===== config.mk =====
export PLATFORM = sky130hd
export DESIGN_NAME = sml_type_length_value_encoder
export DESIGN_NICKNAME = d
export VERILOG_FILES = /design/src/rtl/slte_pkg.sv /design/src/rtl/slte_front.sv /design/src/rtl/slte_queue.sv /design/src/rtl/slte_back.sv /design/src/rtl/sml_type_length_value_encoder.sv
export SDC_FILE = /design/constraint.sdc
export NUM_CORES = 1
export LEC_CHECK = 0
export BUFFER_PORTS_ARGS = -buffer_cell sky130_fd_sc_hd__buf_2
export CORE_MARGIN = 2
export CORE_UTILIZATION = 45
export DETAILED_ROUTE_END_ITERATION = 10
export PLACE_DENSITY_LB_ADDON = 0.25
export SKIP_LAST_GASP = 1
export SYNTH_ARGS = -nofsm -noshare
export SYNTH_HDL_FRONTEND = slang
export SYNTH_SLANG_ARGS = --single-unit

===== constraint.sdc =====
create_clock -name clk -period 4.5 [get_ports clk]
set_input_delay 0 -clock clk [delete_from_list [all_inputs] [get_ports clk]]
set_output_delay 0 -clock clk [all_outputs]
set_load 0.05 [all_outputs]

===== src/rtl/slte_pkg.sv =====
// ----------------------------------------------------------------------------
// slte_pkg - shared types and constants of the SML type-length encoder
// Mode codes, TL constants and the command word between front and back.
// ----------------------------------------------------------------------------
`timescale 1ns / 1ps

package slte_pkg;

  localparam int ModeWidth  = 3;
  localparam int ValueWidth = 64;
  localparam int LenWidth   = 4;

  localparam logic [ModeWidth-1:0] MODE_END      = 3'd0;
  localparam logic [ModeWidth-1:0] MODE_BOOL     = 3'd1;
  localparam logic [ModeWidth-1:0] MODE_UNSIGNED = 3'd2;
  localparam logic [ModeWidth-1:0] MODE_SIGNED   = 3'd3;
  localparam logic [ModeWidth-1:0] MODE_OCTET    = 3'd4;
  localparam logic [ModeWidth-1:0] MODE_LIST     = 3'd5;
  localparam logic [ModeWidth-1:0] MODE_RAW      = 3'd6;

  localparam logic [7:0] TL_END           = 8'h00;
  localparam logic [7:0] TL_BOOL          = 8'h42;
  localparam logic [7:0] BOOL_TRUE        = 8'h7F;
  localparam logic [7:0] BOOL_FALSE       = 8'h00;
  localparam logic [7:0] TL_UNSIGNED_BASE = 8'h61;
  localparam logic [7:0] TL_SIGNED_BASE   = 8'h51;
  localparam logic [7:0] TL_SIGNED_LONG   = 8'h59;
  localparam logic [7:0] TL_OCTET         = 8'h00;
  localparam logic [7:0] TL_LIST          = 8'h70;
  localparam logic [7:0] TL_MORE          = 8'h80;
  localparam logic [7:0] ERROR_BYTE       = 8'h00;

  typedef enum logic [1:0] {
    OP_SINGLE,
    OP_NUMBER,
    OP_HEADER
  } op_t;

  // len is the number of bytes the command expands to (1 to 9)
  typedef struct packed {
    op_t                   op;
    logic [7:0]            first;
    logic [LenWidth-1:0]   len;
    logic [ValueWidth-1:0] data;
    logic                  err;
  } cmd_t;

endpackage


===== src/rtl/slte_front.sv =====
// ----------------------------------------------------------------------------
// slte_front - item classifier
// Works out the TL byte, byte count and payload of one input word.
// ----------------------------------------------------------------------------
`timescale 1ns / 1ps

module slte_front import slte_pkg::*; (
  input  logic [ModeWidth-1:0]  mode,
  input  logic [ValueWidth-1:0] value,
  output logic                  cmd_valid,
  output cmd_t                  cmd
);

  logic [LenWidth-1:0] ubytes;
  logic [LenWidth-1:0] sbytes;
  logic [LenWidth-1:0] nibs;
  logic [32:0]         sum0;
  logic [32:0]         sum1;
  logic                fits;
  logic                high_set;
  logic [5:0]          shamt;

  always_comb begin
    ubytes = LenWidth'(1);
    for (int i = 1; i < 8; i++) begin
      if (value[8*i +: 8] != 8'h00) ubytes = LenWidth'(i + 1);
    end
    nibs = LenWidth'(1);
    for (int i = 1; i < 8; i++) begin
      if (value[4*i +: 4] != 4'h0) nibs = LenWidth'(i + 1);
    end
    if (value[63:7] == {57{value[63]}}) begin
      sbytes = LenWidth'(1);
    end else if (value[63:15] == {49{value[63]}}) begin
      sbytes = LenWidth'(2);
    end else if (value[63:23] == {41{value[63]}}) begin
      sbytes = LenWidth'(3);
    end else if (value[63:31] == {33{value[63]}}) begin
      sbytes = LenWidth'(4);
    end else begin
      sbytes = LenWidth'(8);
    end
  end

  assign high_set = value[63:32] != 32'h0;
  assign sum0     = {1'b0, value[31:0]} + 33'(nibs);
  assign sum1     = sum0 + 33'd1;
  assign shamt    = {nibs, 2'b00};
  assign fits     = (sum0 >> shamt) == 33'd0;

  always_comb begin
    cmd_valid = 1'b1;
    cmd.op    = OP_SINGLE;
    cmd.first = TL_END;
    cmd.len   = LenWidth'(1);
    cmd.data  = value;
    cmd.err   = 1'b0;
    case (mode)
      MODE_END: begin
        cmd.first = TL_END;
      end
      MODE_BOOL: begin
        cmd.op    = OP_NUMBER;
        cmd.first = TL_BOOL;
        cmd.len   = LenWidth'(2);
        cmd.data  = {56'd0, (value != '0) ? BOOL_TRUE : BOOL_FALSE};
      end
      MODE_UNSIGNED: begin
        cmd.op    = OP_NUMBER;
        cmd.first = TL_UNSIGNED_BASE + 8'(ubytes);
        cmd.len   = ubytes + LenWidth'(1);
      end
      MODE_SIGNED: begin
        cmd.op    = OP_NUMBER;
        cmd.first = (sbytes == LenWidth'(8)) ? TL_SIGNED_LONG
                                             : TL_SIGNED_BASE + 8'(sbytes);
        cmd.len   = sbytes + LenWidth'(1);
      end
      MODE_OCTET: begin
        if (high_set || (!fits && nibs == LenWidth'(8))) begin
          cmd.first = ERROR_BYTE;
          cmd.err   = 1'b1;
        end else begin
          cmd.op    = OP_HEADER;
          cmd.first = TL_OCTET;
          cmd.len   = fits ? nibs : nibs + LenWidth'(1);
          cmd.data  = {31'd0, fits ? sum0 : sum1};
        end
      end
      MODE_LIST: begin
        if (high_set) begin
          cmd.first = ERROR_BYTE;
          cmd.err   = 1'b1;
        end else begin
          cmd.op    = OP_HEADER;
          cmd.first = TL_LIST;
          cmd.len   = nibs;
        end
      end
      MODE_RAW: begin
        cmd.first = value[7:0];
      end
      default: begin
        cmd_valid = 1'b0;
      end
    endcase
  end

endmodule


===== src/rtl/slte_queue.sv =====
// ----------------------------------------------------------------------------
// slte_queue - command queue
// Small register FIFO that decouples the classifier from the serialiser.
// ----------------------------------------------------------------------------
`timescale 1ns / 1ps

module slte_queue import slte_pkg::*; #(
  parameter int DEPTH = 2
) (
  input  logic clk,
  input  logic rst,
  input  logic push,
  input  cmd_t push_cmd,
  output logic full,
  input  logic pop,
  output logic head_valid,
  output cmd_t head_cmd
);

  localparam int AW = (DEPTH > 1) ? $clog2(DEPTH) : 1;
  localparam int CW = $clog2(DEPTH + 1);

  cmd_t          entry [DEPTH];
  logic [AW-1:0] wr_ptr;
  logic [AW-1:0] rd_ptr;
  logic [CW-1:0] count;
  logic          do_push;
  logic          do_pop;

  assign full       = count == CW'(DEPTH);
  assign head_valid = count != '0;
  assign head_cmd   = entry[rd_ptr];
  assign do_push    = push && !full;
  assign do_pop     = pop && head_valid;

  always_ff @(posedge clk) begin
    if (rst) begin
      wr_ptr <= '0;
      rd_ptr <= '0;
      count  <= '0;
    end else begin
      if (do_push) begin
        wr_ptr <= (wr_ptr == AW'(DEPTH - 1)) ? '0 : wr_ptr + AW'(1);
      end
      if (do_pop) begin
        rd_ptr <= (rd_ptr == AW'(DEPTH - 1)) ? '0 : rd_ptr + AW'(1);
      end
      if (do_push && !do_pop) begin
        count <= count + CW'(1);
      end else if (do_pop && !do_push) begin
        count <= count - CW'(1);
      end
    end
  end

  always_ff @(posedge clk) begin
    if (do_push) begin
      entry[wr_ptr] <= push_cmd;
    end
  end

endmodule


===== src/rtl/slte_back.sv =====
// ----------------------------------------------------------------------------
// slte_back - byte serialiser
// Expands queued commands into output words through a registered output.
// ----------------------------------------------------------------------------
`timescale 1ns / 1ps

module slte_back import slte_pkg::*; (
  input  logic       clk,
  input  logic       rst,
  input  logic       head_valid,
  input  cmd_t       head_cmd,
  output logic       pop,
  output logic       out_valid,
  input  logic       out_ready,
  output logic [7:0] out_byte,
  output logic       out_last,
  output logic       out_err
);

  cmd_t                cur;
  logic                busy;
  logic                at_first;
  logic [LenWidth-1:0] pos;
  logic                advance;
  logic                finishing;
  logic [7:0]          byte_next;
  logic [5:0]          bsel;
  logic [5:0]          nsel;

  assign advance   = !out_valid || out_ready;
  assign finishing = busy && advance && pos == '0;
  assign pop       = head_valid && (!busy || finishing);
  assign bsel      = {pos[2:0], 3'b000};
  assign nsel      = {1'b0, pos[2:0], 2'b00};

  always_comb begin
    case (cur.op)
      OP_NUMBER: begin
        byte_next = at_first ? cur.first : cur.data[bsel +: 8];
      end
      OP_HEADER: begin
        byte_next = {4'h0, cur.data[nsel +: 4]}
                  | (at_first ? cur.first : 8'h00)
                  | ((pos != '0) ? TL_MORE : 8'h00);
      end
      default: begin
        byte_next = cur.first;
      end
    endcase
  end

  always_ff @(posedge clk) begin
    if (rst) begin
      busy      <= 1'b0;
      out_valid <= 1'b0;
    end else begin
      if (advance) begin
        out_valid <= busy;
      end
      if (pop) begin
        busy <= 1'b1;
      end else if (finishing) begin
        busy <= 1'b0;
      end
    end
  end

  always_ff @(posedge clk) begin
    if (pop) begin
      cur      <= head_cmd;
      pos      <= head_cmd.len - LenWidth'(1);
      at_first <= 1'b1;
    end else if (busy && advance) begin
      pos      <= pos - LenWidth'(1);
      at_first <= 1'b0;
    end
    if (busy && advance) begin
      out_byte <= byte_next;
      out_last <= pos == '0;
      out_err  <= cur.err;
    end
  end

endmodule


===== src/rtl/sml_type_length_value_encoder.sv =====
// ----------------------------------------------------------------------------
// sml_type_length_value_encoder - SML type-length-value encoder
// Turns mode/value words into SML TL-encoded bytes, last byte marked.
//
//  channel | dir | tdata                          | side
//  s_axis  | in  | mode[2:0], value[66:3], pad    | -
//  m_axis  | out | out_byte[7:0]                  | tlast=last, tuser=error
//
// One output word per cycle while the output is not stalled; an input word
// expands to 1 to 9 bytes. Classification and queue write happen in the
// cycle of acceptance; the serialiser's command and output registers follow.
// Reset empties the queue and clears output valid. A stalled output backs up
// into the queue, and input is taken while the queue has room.
// ----------------------------------------------------------------------------
`timescale 1ns / 1ps

module sml_type_length_value_encoder import slte_pkg::*; #(
  parameter int QUEUE_DEPTH = 2
) (
  input  logic        clk,
  input  logic        rst,
  input  logic        s_axis_tvalid,
  output logic        s_axis_tready,
  input  logic [71:0] s_axis_tdata,  // mode[2:0], value[66:3], zero pad
  output logic        m_axis_tvalid,
  input  logic        m_axis_tready,
  output logic [7:0]  m_axis_tdata,  // out_byte[7:0]
  output logic        m_axis_tlast,
  output logic        m_axis_tuser   // error
);

  logic cls_valid;
  cmd_t cls_cmd;
  logic q_full;
  logic q_pop;
  logic q_valid;
  cmd_t q_cmd;

  slte_front u_front (
    .mode      (s_axis_tdata[2:0]),
    .value     (s_axis_tdata[66:3]),
    .cmd_valid (cls_valid),
    .cmd       (cls_cmd)
  );

  assign s_axis_tready = !q_full;

  slte_queue #(
    .DEPTH (QUEUE_DEPTH)
  ) u_queue (
    .clk        (clk),
    .rst        (rst),
    .push       (s_axis_tvalid && cls_valid),
    .push_cmd   (cls_cmd),
    .full       (q_full),
    .pop        (q_pop),
    .head_valid (q_valid),
    .head_cmd   (q_cmd)
  );

  slte_back u_back (
    .clk        (clk),
    .rst        (rst),
    .head_valid (q_valid),
    .head_cmd   (q_cmd),
    .pop        (q_pop),
    .out_valid  (m_axis_tvalid),
    .out_ready  (m_axis_tready),
    .out_byte   (m_axis_tdata),
    .out_last   (m_axis_tlast),
    .out_err    (m_axis_tuser)
  );

endmodule


==> impl_metrics.yaml <==
run_status:
  status: "completed"
synthesis:
  syn_area_per_cell_um2: 13.2
  synth_flop_cell: "edfxtp_1"
  yosys.area.top_type_share_pct: 59.4
  synth_area_leader_cell: "edfxtp_1"
  synth_top_family_by_area: "simple AND/OR/NAND/NOR gates"
  netlist_area_um2: 12500
  syn_inst: 943
  synth-simple-area-share_pct: 13.2
  synth_compound_area_share_pct: 8.42
  synth_area_leaders: "edfxtp_1 (59%), mux2_2 (7.1%), mux4_2 (4.3%)"
  seq_area_frac_synth_pct: 60.6
  synth_nets: 1035
  synth_cell_types: 70
  ys_ff_latch: 255
  synth_edf_count: 247
  synthMuxAreaShare_pct: 12.8
  synthXorXnorAreaFrac_pct: 0.981
  ys_async_sr_fraction_pct: 0
  ys_warn_count: 0
  synthAdderAreaFrac_pct: 1.66
drt:
  drc_errors: 0
  finalWirelength_mm: 30.6
  via_per_inst: 5.76
  dr_total_vias: 8533
  antenna_left: 0
  wl_per_cell_um: 20.7
  drtIter0Drc: 745
  drtPass1Iterations: 5
flow_run:
  drv_cap: 0
die:
  core_area_um2: 27100
  fp.dieH_um: 171
  die-area_um2: 29100
  die_x_um: 171
  rows: 60
  io-pin-count: 88
  initial_utilization_pct: 46.1
global_routing:
  top_usage_layer: "met2"
  gr-usage-met2_pct: 35.1
  grt_pass1_vias: 8208
  met1_usage_pct: 30.5
  grt_pass1_wl_mm: 47.3
  grt_start_max_net_pins: 80
  antenna_found_initial: 1
  use_met3_pct: 2.31
  track_usage_pct: 21.3
  grt_overflow: 0
setup_path:
  end_kind: "flip-flop"
  critPathLaunchType: "input pin"
  crit_arrival_ns: 4.57
  r2r_slack_ns: 1.51
  critical_path_class: "input pin to flip-flop"
  cp_data_required_time_ns: 4.79
  cp_max_fo: 28
timing:
  finalMaxSlewViolations: 0
  worst_pin_slew_ns: 0.885
  grt_setup_unrepaired: "false"
  fmax_mhz: 234
  hold_viol: 0
  timing.final.crit_share_pct: 95.0
  max_slew_margin_pct: 41.0
  fin_worst_skew_ns: 0.0231
  setup_viol_count_final: 0
  min_period_ns: 4.28
cts:
  insertion_delay_ns: 0.54
  clockBufferDepth: 3
  htree_levels: 1
  root_buffer: "clkbuf_16"
  postCtsSetupBuffers: 0
  cts_sinks: 255
  cts_tree: "yes"
  cts.clk_slew.worst_paths_ns: 0.06
  cts_buffers: 26
final_layout:
  diodes: 0
  final_area_um2: 14800
  final_nets: 1182
  syn_to_final_growth_pct: 18.6
  drive_above_1_share_pct: 24.6
power:
  p_total_mw: 7.92
  ir_worst_vdd_mv: 0.295
  leakagePower_nw: 5.17
  power.density_nw_per_um2: 534
placement:
  placedInstanceArea_um2: 13400
  hpwl_mm: 20.8
  place_congestion: 0.902
  io_buffers: 82
worst_hold_path:
  hold_class: "input pin to flip-flop"
==> registers in the layout (all words and copies together), names as in the netlist, named ones only <==
signal            count
u_queue.rd_ptr        1
u_back.out_byte       8
u_back.busy           1
u_queue.entry       158
u_back.out_err        1
u_queue.wr_ptr        1
u_back.out_valid      1
u_back.out_last       1
u_queue.count         2
u_back.at_first       1
u_back.pos            4
u_back.cur           75
==> final cells by class <==
| cell class | count | area [um^2] |
|---|---|---|
| Timing Repair Buffer | 162 | 1190 |
| Inverter | 30 | 113 |
| Clock buffer | 38 | 716 |
| Tap cell | 372 | 465 |
| Multi-Input combinational cell | 615 | 4650 |
| Fill cell | 2232 | 12300 |
| Sequential cell | 255 | 7580 |
| Clock inverter | 10 | 96.3 |
==> worst paths after layout <==
path,start,end,depth (start not counted)
max,s_axis_tdata[24],u_queue.entry[0][22],20
min,s_axis_tdata[22],u_queue.entry[0][20],3
max reg2reg,u_back.pos[2],u_back.pos[3],7
min reg2reg,u_back.cur[0],u_back.out_err,0
==> worst max-delay path, stage by stage <==
cell	delay, ns
dlygate4sd3_1	0.52
buf_2	0.15
nor4_2	0.27
buf_4	0.19
a21oi_1	0.11
a21oi_1	0.29
ha_1	0.23
inv_1	0.05
fa_1	0.41
nand2b_1	0.20
a21oi_2	0.24
nand3_2	0.21
nor3_2	0.25
buf_4	0.18
or3_1	0.11
buf_6	0.22
a31oi_1	0.06
o21ai_0	0.14
o21ai_0	0.11
dlygate4sd3_1	0.59
==> synth_stat cells, types with 13 or more instances <==
cell and n:
clkbuf_1 30, nor3_1 17, a21oi_1 34, mux2i_1 17, inv_1 29, ha_1 15, mux2_2 79, nand2_1 63
nand4_1 13, nand3_1 22, nor2_1 57, and2_1 36, mux4_2 24, or4_1 16, o21ai_0 72, edfxtp_1 247
==> where the power goes <==
group | internal [mW] | switching, mW
clock | 1.16 | 0.851
sequential | 3.43 | 0.262
combinational | 0.919 | 1.29
total | 5.52 | 2.40
==> cells in the final DEF, fill, tap and decap left out, types with 16 or more instances in the layout <==
cell type / netlist / routed
nand2_1: 63 / 63
nor3_1: 17 / 17
nand3_1: 22 / 22
nor2_1: 57 / 55
mux4_2: 24 / 24
inv_1: 29 / 28
and2_1: 36 / 36
buf_2: 6 / 82
o21ai_0: 72 / 72
buf_4: 0 / 20
clkbuf_16: 0 / 26
or4_1: 16 / 16
mux2_2: 79 / 79
edfxtp_1: 247 / 247
a21oi_1: 34 / 34
mux2i_1: 17 / 17
dlygate4sd3_1: 0 / 56
==> cell families (layout without fill, tap and decap cells) <==
family / count (synthesis) / count (layout)
AO/OA/AOI/OAI: 172 / 172
AND/OR/NAND/NOR: 293 / 293
buffers and inverters: 73 / 240
XOR/XNOR: 14 / 14
flip-flops: 255 / 255
multiplexers: 120 / 120
adder cells (fa/ha/maj): 16 / 16
==> metal layers <==
layer | part of all wire, % | wire length (um)
met1 | 43 | 13300
met2 | 48 | 14700
met3 | 6.8 | 2090
met4 | 1.9 | 571
met5 | 0 | 0
==> per-stage QoR <==
stage | setup TNS (ns) | std cells | setup slack, ns | utilization, % | hold WS (ns)
after floorplan | -102.09 | 943 | -0.646 | - | 0.0691
after global placement | 0 | 1378 | 0.518 | 49.6 | 0.262
after detailed placement | 0 | 1378 | 0.431 | 49.6 | 0.266
after CTS | 0 | 1482 | 0.204 | 54.6 | 0.000595
after global routing | 0 | 1482 | 0.00482 | 54.7 | 0.0243
final | 0 | 1482 | 0.223 | 54.7 | 0.00668
==> what timing repair did <==
action	4_1_cts	5_1_grt
setup endpoints to repair	0	6
endpoints found under the hold margin	108	0
gates resized for setup	0	2
hold buffers	56	0
Note: power is estimated with default switching activity, not from simulation.
